[config.mk]
export PLATFORM = sky130hd
export DESIGN_NAME = scope_command_and_edge_trigger_core_flat
export DESIGN_NICKNAME = d
export VERILOG_FILES = /design/src/hdl/scmd_pkg.sv /design/src/hdl/scmd_channels.sv /design/src/hdl/scope_command_and_edge_trigger_core.sv /design/src/flat_wrapper.sv
export SDC_FILE = /design/constraint.sdc
export NUM_CORES = 1
export LEC_CHECK = 0
export BUFFER_PORTS_ARGS = -buffer_cell sky130_fd_sc_hd__buf_2
export CORE_ASPECT_RATIO = 0.9
export CORE_UTILIZATION = 45
export CTS_CLUSTER_SIZE = 20
export DETAILED_ROUTE_END_ITERATION = 8
export PLACE_DENSITY_LB_ADDON = 0.25
export SLEW_MARGIN = 40
export SYNTH_ARGS = -nofsm -noshare
export SYNTH_HDL_FRONTEND = slang
export SYNTH_SLANG_ARGS = --single-unit
[constraint.sdc]
create_clock -name clk -period 4.09 [get_ports clk]
set_input_delay 0.818 -clock clk [delete_from_list [all_inputs] [get_ports clk]]
set_output_delay 0.818 -clock clk [all_outputs]
set_load 0.005 [all_outputs]
[src/hdl/scmd_pkg.sv]
// Package for the scope command decoder and edge trigger.
// Holds the line buffer sizes, command codes, the command word table and view helpers.
// Depends on nothing.
package scmd_pkg;

    localparam int LINE_BUFFER_LENGTH = 15;
    localparam int LINE_CAPACITY      = LINE_BUFFER_LENGTH - 1;
    localparam int LEN_W              = $clog2(LINE_BUFFER_LENGTH);
    localparam int WORD_COUNT         = 6;
    localparam int BYTE_W             = 8;

    localparam logic [BYTE_W-1:0] LEVEL_RESET  = 8'd188;
    localparam logic [BYTE_W-1:0] NEWLINE_CODE = 8'h0A;

    typedef logic [LEN_W-1:0]              len_t;
    typedef logic [BYTE_W-1:0]             byte_t;
    typedef logic [WORD_COUNT-1:0]         word_mask_t;
    typedef logic [8*LINE_CAPACITY-1:0]    word_text_t;

    typedef enum logic [2:0] {
        CMD_INVALID,
        CMD_DISPLAY_SIGNAL,
        CMD_DISPLAY_PDS,
        CMD_TRIGGER_ON,
        CMD_TRIGGER_OFF,
        CMD_TLEVEL_RISE,
        CMD_TLEVEL_FALL
    } cmd_t;

    typedef enum logic [1:0] {
        VIEW_TIME,
        VIEW_SPECTRUM,
        VIEW_TRIGGER
    } view_t;

    // words are right-aligned in the text field
    localparam word_text_t WORD_TEXT [WORD_COUNT] = '{
        word_text_t'("display signal"),
        word_text_t'("display pds"),
        word_text_t'("trigger on"),
        word_text_t'("trigger off"),
        word_text_t'("tlevel rise"),
        word_text_t'("tlevel fall")
    };

    localparam len_t WORD_LEN [WORD_COUNT] = '{
        len_t'(14), len_t'(11), len_t'(10), len_t'(11), len_t'(11), len_t'(11)
    };

    // character idx (from the start) of word k
    function automatic byte_t word_char(input int k, input len_t idx);
        word_text_t t;
        int         base;
        begin
            t    = WORD_TEXT[k] << (8 * (LINE_CAPACITY - int'(WORD_LEN[k])));
            base = 8 * (LINE_CAPACITY - 1 - int'(idx));
            return t[base +: 8];
        end
    endfunction

    function automatic view_t view_of(input logic time_disp, input logic trig_on);
        begin
            if (!time_disp)
                return VIEW_SPECTRUM;
            else if (trig_on)
                return VIEW_TRIGGER;
            else
                return VIEW_TIME;
        end
    endfunction

endpackage

[src/hdl/scmd_channels.sv]
// Request channel interfaces for the scope command decoder and edge trigger.
// Depends on scmd_pkg for the byte width.
interface scmd_in_if;
    logic                        valid;
    logic                        ready;
    logic                        mode;
    logic [scmd_pkg::BYTE_W-1:0] data_byte;

    modport source(output valid, output mode, output data_byte, input ready);
    modport sink(input valid, input mode, input data_byte, output ready);
endinterface

interface scmd_out_if;
    logic       valid;
    logic       ready;
    logic       line_done;
    logic [2:0] command_code;
    logic       line_overflow;
    logic [1:0] view;
    logic       rising_select;
    logic       trigger_fired;

    modport source(output valid, output line_done, output command_code,
                   output line_overflow, output view, output rising_select,
                   output trigger_fired, input ready);
    modport sink(input valid, input line_done, input command_code,
                 input line_overflow, input view, input rising_select,
                 input trigger_fired, output ready);
endinterface

[src/hdl/scope_command_and_edge_trigger_core.sv]
// Scope command decoder and edge trigger, top level.
// Depends on scmd_pkg and the channel interfaces in scmd_channels.sv.
//
// Usage:
//   in_ch carries requests: mode 0 is a serial character, mode 1 an ADC sample.
//   out_ch returns exactly one result request per input request, in order.
//   cfg_we/cfg_data write the trigger level; write only while the core is idle.
// Sequencing:
//   A sample or a plain character passes from idle through the execute and emit
//   states to the result register; a new request is accepted only after the
//   sequencer has returned to idle. A newline ending a stored line that did not
//   overflow walks it one character per cycle through a single byte compare
//   stage shared by the six command words before the emit state. in_ch.ready is
//   high only while the sequencer is idle.
// Stalls:
//   The result register holds a finished result while out_ch.ready is low; the
//   next request is still accepted and worked on, and waits for the register
//   to free before its result is loaded.
// Reset:
//   Clears the line, selects time view, trigger off, falling edge, and sets the
//   trigger level and the previous sample to 188. No clearing pass is needed.
module scope_command_and_edge_trigger_core
(
    input  logic                 clk,
    input  logic                 rst_n,
    scmd_in_if.sink              in_ch,
    scmd_out_if.source           out_ch,
    input  logic                 cfg_we,
    input  scmd_pkg::byte_t      cfg_data
);

    typedef enum logic [1:0] {
        S_IDLE,
        S_EXEC,
        S_SCAN,
        S_EMIT
    } state_t;

    state_t                 state_reg,     state_next;
    logic                   item_mode_reg, item_mode_next;
    scmd_pkg::byte_t        item_byte_reg, item_byte_next;
    scmd_pkg::len_t         line_len_reg,  line_len_next;
    logic                   too_long_reg,  too_long_next;
    logic                   time_disp_reg, time_disp_next;
    logic                   trig_on_reg,   trig_on_next;
    logic                   rise_reg,      rise_next;
    scmd_pkg::byte_t        prev_reg,      prev_next;
    scmd_pkg::byte_t        level_reg,     level_next;
    scmd_pkg::len_t         idx_reg,       idx_next;
    scmd_pkg::word_mask_t   mask_reg,      mask_next;
    logic                   res_done_reg,  res_done_next;
    scmd_pkg::cmd_t         res_code_reg,  res_code_next;
    logic                   res_ovf_reg,   res_ovf_next;
    logic                   res_fired_reg, res_fired_next;
    logic                   out_valid_reg, out_valid_next;
    logic                   out_done_reg,  out_done_next;
    scmd_pkg::cmd_t         out_code_reg,  out_code_next;
    logic                   out_ovf_reg,   out_ovf_next;
    scmd_pkg::view_t        out_view_reg,  out_view_next;
    logic                   out_rise_reg,  out_rise_next;
    logic                   out_fired_reg, out_fired_next;

    scmd_pkg::byte_t        line_chars [scmd_pkg::LINE_CAPACITY];
    logic                   char_wr;
    scmd_pkg::byte_t        cur_char;
    scmd_pkg::word_mask_t   hit;
    scmd_pkg::cmd_t         hit_code;
    logic                   scan_last;
    logic                   out_free;

    assign in_ch.ready          = (state_reg == S_IDLE);
    assign out_ch.valid         = out_valid_reg;
    assign out_ch.line_done     = out_done_reg;
    assign out_ch.command_code  = out_code_reg;
    assign out_ch.line_overflow = out_ovf_reg;
    assign out_ch.view          = out_view_reg;
    assign out_ch.rising_select = out_rise_reg;
    assign out_ch.trigger_fired = out_fired_reg;

    assign out_free  = !out_valid_reg || out_ch.ready;
    assign cur_char  = line_chars[idx_reg];
    assign scan_last = (idx_reg == line_len_reg - scmd_pkg::len_t'(1));

    // shared compare stage: one stored character against each surviving word
    always_comb
    begin
        for (int k = 0; k < scmd_pkg::WORD_COUNT; k++)
        begin
            hit[k] = mask_reg[k] && (cur_char == scmd_pkg::word_char(k, idx_reg));
        end
        hit_code = scmd_pkg::CMD_INVALID;
        for (int k = scmd_pkg::WORD_COUNT - 1; k >= 0; k--)
        begin
            if (hit[k])
                hit_code = scmd_pkg::cmd_t'(k + 1);
        end
    end

    always_comb
    begin
        state_next     = state_reg;
        item_mode_next = item_mode_reg;
        item_byte_next = item_byte_reg;
        line_len_next  = line_len_reg;
        too_long_next  = too_long_reg;
        time_disp_next = time_disp_reg;
        trig_on_next   = trig_on_reg;
        rise_next      = rise_reg;
        prev_next      = prev_reg;
        level_next     = level_reg;
        idx_next       = idx_reg;
        mask_next      = mask_reg;
        res_done_next  = res_done_reg;
        res_code_next  = res_code_reg;
        res_ovf_next   = res_ovf_reg;
        res_fired_next = res_fired_reg;
        out_valid_next = out_valid_reg;
        out_done_next  = out_done_reg;
        out_code_next  = out_code_reg;
        out_ovf_next   = out_ovf_reg;
        out_view_next  = out_view_reg;
        out_rise_next  = out_rise_reg;
        out_fired_next = out_fired_reg;
        char_wr        = 1'b0;

        if (cfg_we)
            level_next = cfg_data;

        if (out_valid_reg && out_ch.ready)
            out_valid_next = 1'b0;

        unique case (state_reg)
            S_IDLE:
            begin
                if (in_ch.valid)
                begin
                    item_mode_next = in_ch.mode;
                    item_byte_next = in_ch.data_byte;
                    state_next     = S_EXEC;
                end
            end
            S_EXEC:
            begin
                res_done_next  = 1'b0;
                res_code_next  = scmd_pkg::CMD_INVALID;
                res_ovf_next   = 1'b0;
                res_fired_next = 1'b0;
                state_next     = S_EMIT;
                if (!item_mode_reg)
                begin
                    if (item_byte_reg == scmd_pkg::NEWLINE_CODE)
                    begin
                        res_done_next = 1'b1;
                        if (too_long_reg || line_len_reg == '0)
                        begin
                            res_ovf_next  = too_long_reg;
                            line_len_next = '0;
                            too_long_next = 1'b0;
                        end
                        else
                        begin
                            for (int k = 0; k < scmd_pkg::WORD_COUNT; k++)
                            begin
                                mask_next[k] = (scmd_pkg::WORD_LEN[k] == line_len_reg);
                            end
                            idx_next   = '0;
                            state_next = S_SCAN;
                        end
                    end
                    else if (!too_long_reg)
                    begin
                        if (line_len_reg < scmd_pkg::len_t'(scmd_pkg::LINE_CAPACITY))
                        begin
                            char_wr       = 1'b1;
                            line_len_next = line_len_reg + scmd_pkg::len_t'(1);
                        end
                        else
                        begin
                            too_long_next = 1'b1;
                        end
                    end
                end
                else if (scmd_pkg::view_of(time_disp_reg, trig_on_reg)
                         == scmd_pkg::VIEW_TRIGGER)
                begin
                    if (rise_reg)
                        res_fired_next = (prev_reg < level_reg) && (item_byte_reg > level_reg);
                    else
                        res_fired_next = (prev_reg > level_reg) && (item_byte_reg < level_reg);
                    prev_next = item_byte_reg;
                end
            end
            S_SCAN:
            begin
                if (scan_last)
                begin
                    res_code_next = hit_code;
                    unique case (hit_code)
                        scmd_pkg::CMD_DISPLAY_SIGNAL: time_disp_next = 1'b1;
                        scmd_pkg::CMD_DISPLAY_PDS:    time_disp_next = 1'b0;
                        scmd_pkg::CMD_TRIGGER_ON:     trig_on_next   = 1'b1;
                        scmd_pkg::CMD_TRIGGER_OFF:    trig_on_next   = 1'b0;
                        scmd_pkg::CMD_TLEVEL_RISE:    rise_next      = 1'b1;
                        scmd_pkg::CMD_TLEVEL_FALL:    rise_next      = 1'b0;
                        default:                      ;
                    endcase
                    line_len_next = '0;
                    too_long_next = 1'b0;
                    state_next    = S_EMIT;
                end
                else
                begin
                    mask_next = hit;
                    idx_next  = idx_reg + scmd_pkg::len_t'(1);
                end
            end
            S_EMIT:
            begin
                if (out_free)
                begin
                    out_valid_next = 1'b1;
                    out_done_next  = res_done_reg;
                    out_code_next  = res_code_reg;
                    out_ovf_next   = res_ovf_reg;
                    out_view_next  = scmd_pkg::view_of(time_disp_reg, trig_on_reg);
                    out_rise_next  = rise_reg;
                    out_fired_next = res_fired_reg;
                    state_next     = S_IDLE;
                end
            end
            default:
            begin
                state_next = S_IDLE;
            end
        endcase
    end

    always_ff @(posedge clk or negedge rst_n)
    begin
        if (!rst_n)
        begin
            state_reg     <= S_IDLE;
            line_len_reg  <= '0;
            too_long_reg  <= 1'b0;
            time_disp_reg <= 1'b1;
            trig_on_reg   <= 1'b0;
            rise_reg      <= 1'b0;
            prev_reg      <= scmd_pkg::LEVEL_RESET;
            level_reg     <= scmd_pkg::LEVEL_RESET;
            idx_reg       <= '0;
            mask_reg      <= '0;
            out_valid_reg <= 1'b0;
        end
        else
        begin
            state_reg     <= state_next;
            line_len_reg  <= line_len_next;
            too_long_reg  <= too_long_next;
            time_disp_reg <= time_disp_next;
            trig_on_reg   <= trig_on_next;
            rise_reg      <= rise_next;
            prev_reg      <= prev_next;
            level_reg     <= level_next;
            idx_reg       <= idx_next;
            mask_reg      <= mask_next;
            out_valid_reg <= out_valid_next;
        end
    end

    always_ff @(posedge clk)
    begin
        item_mode_reg <= item_mode_next;
        item_byte_reg <= item_byte_next;
        res_done_reg  <= res_done_next;
        res_code_reg  <= res_code_next;
        res_ovf_reg   <= res_ovf_next;
        res_fired_reg <= res_fired_next;
        out_done_reg  <= out_done_next;
        out_code_reg  <= out_code_next;
        out_ovf_reg   <= out_ovf_next;
        out_view_reg  <= out_view_next;
        out_rise_reg  <= out_rise_next;
        out_fired_reg <= out_fired_next;
        if (char_wr)
            line_chars[line_len_reg] <= item_byte_reg;
    end

    a_len_in_range: assert property (@(posedge clk) disable iff (!rst_n)
        line_len_reg <= scmd_pkg::len_t'(scmd_pkg::LINE_CAPACITY))
        else $error("line length beyond capacity");

    a_too_long_full: assert property (@(posedge clk) disable iff (!rst_n)
        too_long_reg |-> line_len_reg == scmd_pkg::len_t'(scmd_pkg::LINE_CAPACITY))
        else $error("overlong flag set on a line that is not full");

    a_one_word_left: assert property (@(posedge clk) disable iff (!rst_n)
        state_reg == S_SCAN && scan_last |-> $onehot0(hit))
        else $error("more than one command word matched");

    a_no_code_without_line: assert property (@(posedge clk) disable iff (!rst_n)
        out_valid_reg && (!out_done_reg || out_ovf_reg)
            |-> out_code_reg == scmd_pkg::CMD_INVALID)
        else $error("command code on a result without a complete line");

endmodule

[src/flat_wrapper.sv]
// flat-port wrapper written by rule: the top's interface ports become plain ports
module scope_command_and_edge_trigger_core_flat 
  (clk, rst_n, cfg_we, cfg_data, in_ch_valid, in_ch_mode, in_ch_data_byte, in_ch_ready, out_ch_valid, out_ch_line_done, out_ch_command_code, out_ch_line_overflow, out_ch_view, out_ch_rising_select, out_ch_trigger_fired, out_ch_ready);
  scmd_in_if in_ch_i ();
  scmd_out_if out_ch_i ();
  input  logic clk;
  input  logic rst_n;
  input  logic cfg_we;
  input  scmd_pkg::byte_t cfg_data;
  input wire logic [$bits(in_ch_i.valid)-1:0] in_ch_valid;
  input wire logic [$bits(in_ch_i.mode)-1:0] in_ch_mode;
  input wire logic [$bits(in_ch_i.data_byte)-1:0] in_ch_data_byte;
  output wire logic [$bits(in_ch_i.ready)-1:0] in_ch_ready;
  output wire logic [$bits(out_ch_i.valid)-1:0] out_ch_valid;
  output wire logic [$bits(out_ch_i.line_done)-1:0] out_ch_line_done;
  output wire logic [$bits(out_ch_i.command_code)-1:0] out_ch_command_code;
  output wire logic [$bits(out_ch_i.line_overflow)-1:0] out_ch_line_overflow;
  output wire logic [$bits(out_ch_i.view)-1:0] out_ch_view;
  output wire logic [$bits(out_ch_i.rising_select)-1:0] out_ch_rising_select;
  output wire logic [$bits(out_ch_i.trigger_fired)-1:0] out_ch_trigger_fired;
  input wire logic [$bits(out_ch_i.ready)-1:0] out_ch_ready;
  assign in_ch_i.valid = in_ch_valid;
  assign in_ch_i.mode = in_ch_mode;
  assign in_ch_i.data_byte = in_ch_data_byte;
  assign in_ch_ready = in_ch_i.ready;
  assign out_ch_valid = out_ch_i.valid;
  assign out_ch_line_done = out_ch_i.line_done;
  assign out_ch_command_code = out_ch_i.command_code;
  assign out_ch_line_overflow = out_ch_i.line_overflow;
  assign out_ch_view = out_ch_i.view;
  assign out_ch_rising_select = out_ch_i.rising_select;
  assign out_ch_trigger_fired = out_ch_i.trigger_fired;
  assign out_ch_i.ready = out_ch_ready;
  scope_command_and_edge_trigger_core u_core (.clk(clk), .rst_n(rst_n), .in_ch(in_ch_i), .out_ch(out_ch_i), .cfg_we(cfg_we), .cfg_data(cfg_data));
endmodule
== Yosys cells after proc, flatten, opt, wreduce, memory -nomap -nowiden ==
Memory sizes are Yosys's and may differ from the RTL's.
Index checks and enable logic that the tools add are counted.

* $add $sub $neg: 4
* Order comparisons: 5
* Eq/ne operators: 31
* Shift-type cells: 6
* Multiplexer cells: 58
* Bitwise logic cells: 2
* Reductions and logical operators: 31

{| class="wikitable"
|+ Operators by type and width
! kind !! number
|-
| 112-bit by 32-bit variable part select with 8-bit output (first input constant) || 6
|-
| 8-bit == test || 6
|-
| 4-bit two-way mux || 10
|-
| 6-bit two-way mux || 4
|-
| 3-bit two-way mux || 7
|-
| 1-bit two-way mux || 19
|-
| 2-bit two-way mux || 9
|-
| 8-bit greater-than comparator || 2
|-
| 8-bit less-than comparator || 2
|-
| 4-bit one-hot mux with 2 select lines || 2
|-
| 3-bit AND reduction || 5
|-
| 4-bit == test (first input constant) || 3
|-
| 6-bit one-hot mux with 2 select lines || 1
|-
| 3-bit == test (second input constant) || 3
|-
| 1-bit logical AND || 9
|-
| 4-bit by 1-bit adder with 4-bit output (second input constant) || 2
|-
| 8-bit by 4-bit == test with 1-bit output (second input constant) || 1
|-
| 2-bit != test (second input constant) || 4
|-
| 1-bit one-hot mux with 2 select lines || 4
|-
| 2-bit one-hot mux with 4 select lines || 1
|-
| 2-bit AND reduction || 4
|-
| 2-bit nonzero test || 4
|-
| 2-bit == test (second input constant) || 3
|-
| 3-bit by 2-bit == test with 1-bit output (second input constant) || 2
|-
| other kinds (19) || 24
|}

* Bits in registers: 61
* Memory bits (writable): 112
* Input bits: 22
* Output and inout bits: 11
* Word-level logic and storage cells: 161
* Memories kept: 1

{| class="wikitable"
|+ Memories
! name !! depth !! bits a word !! read ports !! clocked after Yosys merged registers in !! write ports !! line !! source
|-
| u_core.line_chars || 14 || 8 || 1 || 0 || 1 || scope_command_and_edge_trigger_core.sv:63 || <nowiki>scmd_pkg::byte_t line_chars [scmd_pkg::LINE_CAPACITY];</nowiki>
|}

== Depth between registers and ports, before layout ==
* Word-level depth: 13
* Gate-level depth with buffers: 16
* Depth with buffers taken out: 12

== Least setup slack after synthesis ==
OpenSTA, ideal clock, no wires.

* Path kind: reg-to-reg
* Start point: reg u_core.idx_reg[1]
* End point: reg u_core.trig_on_reg
* Library setup time: 120 ps
* Data arrival time: 3914 ps
* Required time: 3970 ps
* Slack: 57 ps
* Stages on the path, launching flop included: 16
* Path buffers: 4
* Period minus slack after synthesis: 4033 ps
* Path through: dfrtp_1 buf_2 buf_2 clkinv_1 ha_1 clkbuf_1 clkbuf_1 a211oi_1 or3b_2 mux2i_1 nand4_1 nor4_4 nor3_1 or4b_1 o21a_1 a31o_1

* Word-level cells in the longest chain between the ends: 13
* Elaborated cells between the ends (all ways): 32
* Those cells by class: add/sub: 1; eq/ne: 9; shift: 6; mux: 7; reduce/logical: 8; memory: 1

{| class="wikitable"
|+ RTL lines
! item !! line !! source
|-
| from (decl) || scope_command_and_edge_trigger_core.sv:49 || <nowiki>scmd_pkg::len_t idx_reg, idx_next;</nowiki>
|-
| from (signal assigned) || scope_command_and_edge_trigger_core.sv:264 || <nowiki>idx_reg <= idx_next;</nowiki>
|-
| 4-bit by 4-bit subtractor with 5-bit output || scmd_pkg.sv:56 || <nowiki>base = 8 * (LINE_CAPACITY - 1 - int'(idx));</nowiki>
|-
| 112-bit by 32-bit variable part select with 8-bit output || scmd_pkg.sv:57 || <nowiki>return t[base +: 8];</nowiki>
|-
| 8-bit == test || scope_command_and_edge_trigger_core.sv:89 || <nowiki>hit[k] = mask_reg[k] && (cur_char == scmd_pkg::word_char(k, idx_reg));</nowiki>
|-
| 1-bit logical AND || scope_command_and_edge_trigger_core.sv:89 ||
|-
| 3-bit two-way mux (6 in a row) || scope_command_and_edge_trigger_core.sv:94 || <nowiki>if (hit[k])</nowiki>
|-
| 3-bit by 2-bit == test with 1-bit output or 3-bit == test (tied branches) || scope_command_and_edge_trigger_core.sv:198 || <nowiki>unique case (hit_code)</nowiki>
|-
| 2-bit nonzero test (no line) || -- ||
|-
| 3-bit AND reduction (no line) || -- ||
|-
| to (signal assigned) || scope_command_and_edge_trigger_core.sv:260 || <nowiki>trig_on_reg <= trig_on_next;</nowiki>
|-
| to (decl) || scope_command_and_edge_trigger_core.sv:45 || <nowiki>logic trig_on_reg, trig_on_next;</nowiki>
|}

Parallel ways exist; a longest one is shown, timed or not.
A chain may end at the register's enable or synchronous reset.

== Worst setup path in the final report ==
* Start point: reg u_core.idx_reg[0]
* End point: reg u_core.trig_on_reg

The elaborated chain is that of the path after synthesis.

==> key figures <==
Run status
  • Run status: finished, final reports clean

Routing
  • Routed vias: roughly 6,000
  • WL per Instance: 20.5 um
  • # DRC: 0
  • Final wirelength: 21.4 mm
  • Initial DRC Count: 522
  • Vias per std cell: 5.79
  • Pre-antenna DRT Iters: 5
  • Final ANT Viol Nets: 0

Clocking
  • Post-CTS Setup Repair Bufs: 0
  • Worst skew pair latency: 0.45 ns
  • Clock root cell: clkbuf_16
  • CTS tree: done
  • Post-cts sizing count: 0
  • Num CTS Buffers: 17
  • Clock slew at reported path FFs: approximately 0.06 ns
  • Clock sink count: roughly 170
  • Hold buffer count at cts: 0
  • CTS max path bufs: 2
  • CTS H-tree depth: 4

Worst setup path
  • CP top delay family: simple AND/OR/NAND/NOR gates
  • Worst setup path endpoint: u_core.trig_on_reg$_DFFE_PN0P_
  • Reg2Reg Depth: 11
  • Reg2reg setup slack: 0.22 ns
  • CP max stage delay: 0.61 ns
  • Critical path type: register to register
  • Crit start category: register
  • Buf/Inv on CP: 1
  • Worst-path cell with the longest stage delay: dfrtp_4
  • R2r startpoint: u_core.idx_reg[0]$_DFFE_PN0P_
  • Worst reg2reg endpoint: u_core.trig_on_reg$_DFFE_PN0P_
  • Crit. path cell count: 11
  • Critical-path maximum fanout: 14
  • Crit-path cells: mux4_2 -> a22oi_1 -> o211ai_1 -> buf_4 -> xnor2_1 -> nand4_1 -> nor4_4 -> nor3_1 -> or4b_1 -> o21a_1 -> a31o_1
  • CP arrival: between 4 and 5 ns
  • CP Capture Type: register
  • CP required: 4.42 ns
  • Crit. Startpoint: u_core.idx_reg[0]$_DFFE_PN0P_

Global routing
  • Vias in the first global route: 5,945
  • Antenna violations before repair: 0
  • First-pass GRT wire length: about 33 mm
  • Grt total ovfl: 0
  • Largest net degree at the start of global routing: 38
  • GRT Total Usage: 22.2%

Synthesis
  • Post-Synthesis Cells: 729
  • Synthesized cell area: 8900 sq um
  • FF+latch count, synth: roughly 170
  • Yosys warnings: 0
  • Sequential share of the synthesized area: between 50% and 60%
  • Synth area leaders: edfxtp_1 (46%), dfrtp_1 (7.3%), ha_1 (4.1%)
  • Post-synth EDFFs: 136
  • Predominant post-synthesis flop cell: edfxtp_1
  • Syn_nets: 780
  • Yosys cell types: 73
  • Avg Cell Area, Syn: about 12 sq um
  • Top cell type's share of synthesized area: 45.9%
  • Synth area leader: edfxtp_1
  • Async SR Flop Fraction: 21.4%

Power
  • Sw frac: between 30 and 40%
  • Leak: between 3 and 4 nW
  • PwrDens: roughly 580 nW/um^2
  • Seq pwr share: 38.4%
  • Switching pwr: 2.00 mW
  • Tot Pwr: 5.84 mW
  • Maximum VDD drop: 0.311 mV
  • Logic pwr share: 33.5%
  • Clock share of power: 28.1%
  • Internal power: 3.84 mW

Finish
  • Most frequent cells in the layout: edfxtp_1 (136), nand2_1 (60), o21ai_0 (41)
  • # diodes: 0
  • Area Growth Syn to Fin: 13.6%
  • Commonest non-fill, non-tap cell in the layout: edfxtp_1
  • Share of post-route cells with drive strength above 1: 20.2%
  • Filler Cell Count: 1,641
  • Max reg flops: about 110
  • Final Util: 52.5%
  • Nets: between 800 and 900
  • Largest Register: u_core.line_chars

STA
  • Final setup viols: 0
  • Worst slew pin tran: 0.749 ns
  • Hold Worst Slack: 0.339 ns
  • RSZ-0062 raised after global routing: false
  • Max_slew headroom: 50.1%
  • Skew final: 0.0264 ns
  • Max-slew violations: 0
  • Peak Freq: 258 MHz
  • Clock period minus worst slack: 3.87 ns
  • Part of the cycle the worst path needs: between 90 and 100%
  • Setup TNS Final: 0 ns
  • Hold Fails Final Rpt: 0

Place
  • GP Congestion: between 0.9 and 1
  • Port buffer count: 32
  • Hpwl dp: 15.0 mm

Floorplanning
  • Row count: 48
  • DIE AREA: 20,400 sq um
  • Boundary pin count: 33
  • Initial Utilization: 46.2%
  • Die X-Extent: 150 um
  • Chip height: 135 um
  • Core area: 19,300 sq um

Job
  • Max-Cap Viols: 0

Min path
  • Hold WC Path Type: input port to asynchronous set/reset pin
per-layer routing:
layer | track usage, % | wire length (um) | vias up
li1 | - | - | 2837
met3 | 4.34 | 996 | 23
met2 | 36.4 | 10500 | 187
met5 | 0 | 0 | -
met1 | 29.6 | 9600 | 3007
met4 | 7.13 | 348 | 0
worst min-delay path by stage:
stage                                                    start                                      end  slack (ns)  depth (start not counted)
final                                                    rst_n           u_core.prev_reg[6]$_DFFE_PN0P_        0.34                          1
after CTS                 u_core.res_code_reg[0]$_SDFFCE_PN0P_  u_core.out_ch.command_code[0]$_DFFE_PP_        0.42                          0
after floorplan           u_core.res_code_reg[0]$_SDFFCE_PN0P_  u_core.out_ch.command_code[0]$_DFFE_PP_        0.40                          0
after detailed placement  u_core.res_code_reg[0]$_SDFFCE_PN0P_  u_core.out_ch.command_code[0]$_DFFE_PP_        0.41                          0
after global routing                                     rst_n           u_core.prev_reg[6]$_DFFE_PN0P_        0.38                          1
after global placement    u_core.res_code_reg[2]$_SDFFCE_PN0P_  u_core.out_ch.command_code[2]$_DFFE_PP_        0.41                          0
layout make-up:
class,count,area (sq um),share of cell area (%)
inverter,27,101,1.00
tap,250,313,3.09
clock buffer,18,429,4.24
sequential,173,5030,49.7
timing repair buffer,74,507,5.01
multi-input combinational,491,3570,35.3
clock inverter,13,165,1.63
Yosys cell counts (all sizes together), types with 8 or more instances:
| master | count |
|---|---|
| edfxtp | 136 |
| nand2 | 60 |
| nor2 | 42 |
| o21ai | 42 |
| a21oi | 36 |
| mux2i | 33 |
| ha | 29 |
| dfrtp | 26 |
| inv | 25 |
| mux2 | 25 |
| xnor2 | 20 |
| xor2 | 20 |
| buf | 19 |
| clkbuf | 19 |
| nor3 | 18 |
| nand3 | 17 |
| a22oi | 12 |
| nand2b | 12 |
| dfstp | 11 |
| nor4 | 10 |
| and2 | 8 |
power groups by stage:
stage	logic, mW	registers (mW)	clock network, mW
6_report	1.96	2.24	1.64
5_1_grt	2.14	2.26	1.73
4_1_cts	1.93	2.25	1.66
3_5_place_dp	1.91	2.29	0
3_3_place_gp	1.89	2.28	0
2_1_floorplan	1.39	2.24	0
cells by family (layout without fill, tap and decap cells):
| kind of cell | count (synthesis) | count (layout) | synth area share (%) |
|---|---|---|---|
| adder cells (fa/ha/maj) | 29 | 29 | 4.07 |
| flip-flops | 173 | 173 | 56.4 |
| AO/OA/AOI/OAI | 154 | 154 | 11.4 |
| AND/OR/NAND/NOR | 203 | 203 | 11.8 |
| buffers and inverters | 65 | 132 | 3.70 |
| XOR/XNOR | 41 | 41 | 4.20 |
| multiplexers | 64 | 64 | 8.39 |
stage by stage:
step,cells,setup WS (ns),area (sq um)
after floorplan,729,0.0567,8900
after global placement,1014,0.153,9490
after detailed placement,1014,0.186,9490
after CTS,1045,0.148,10100
after global routing,1046,0.0258,10100
final,1046,0.221,10100
Power figures use the tool's default switching activity.
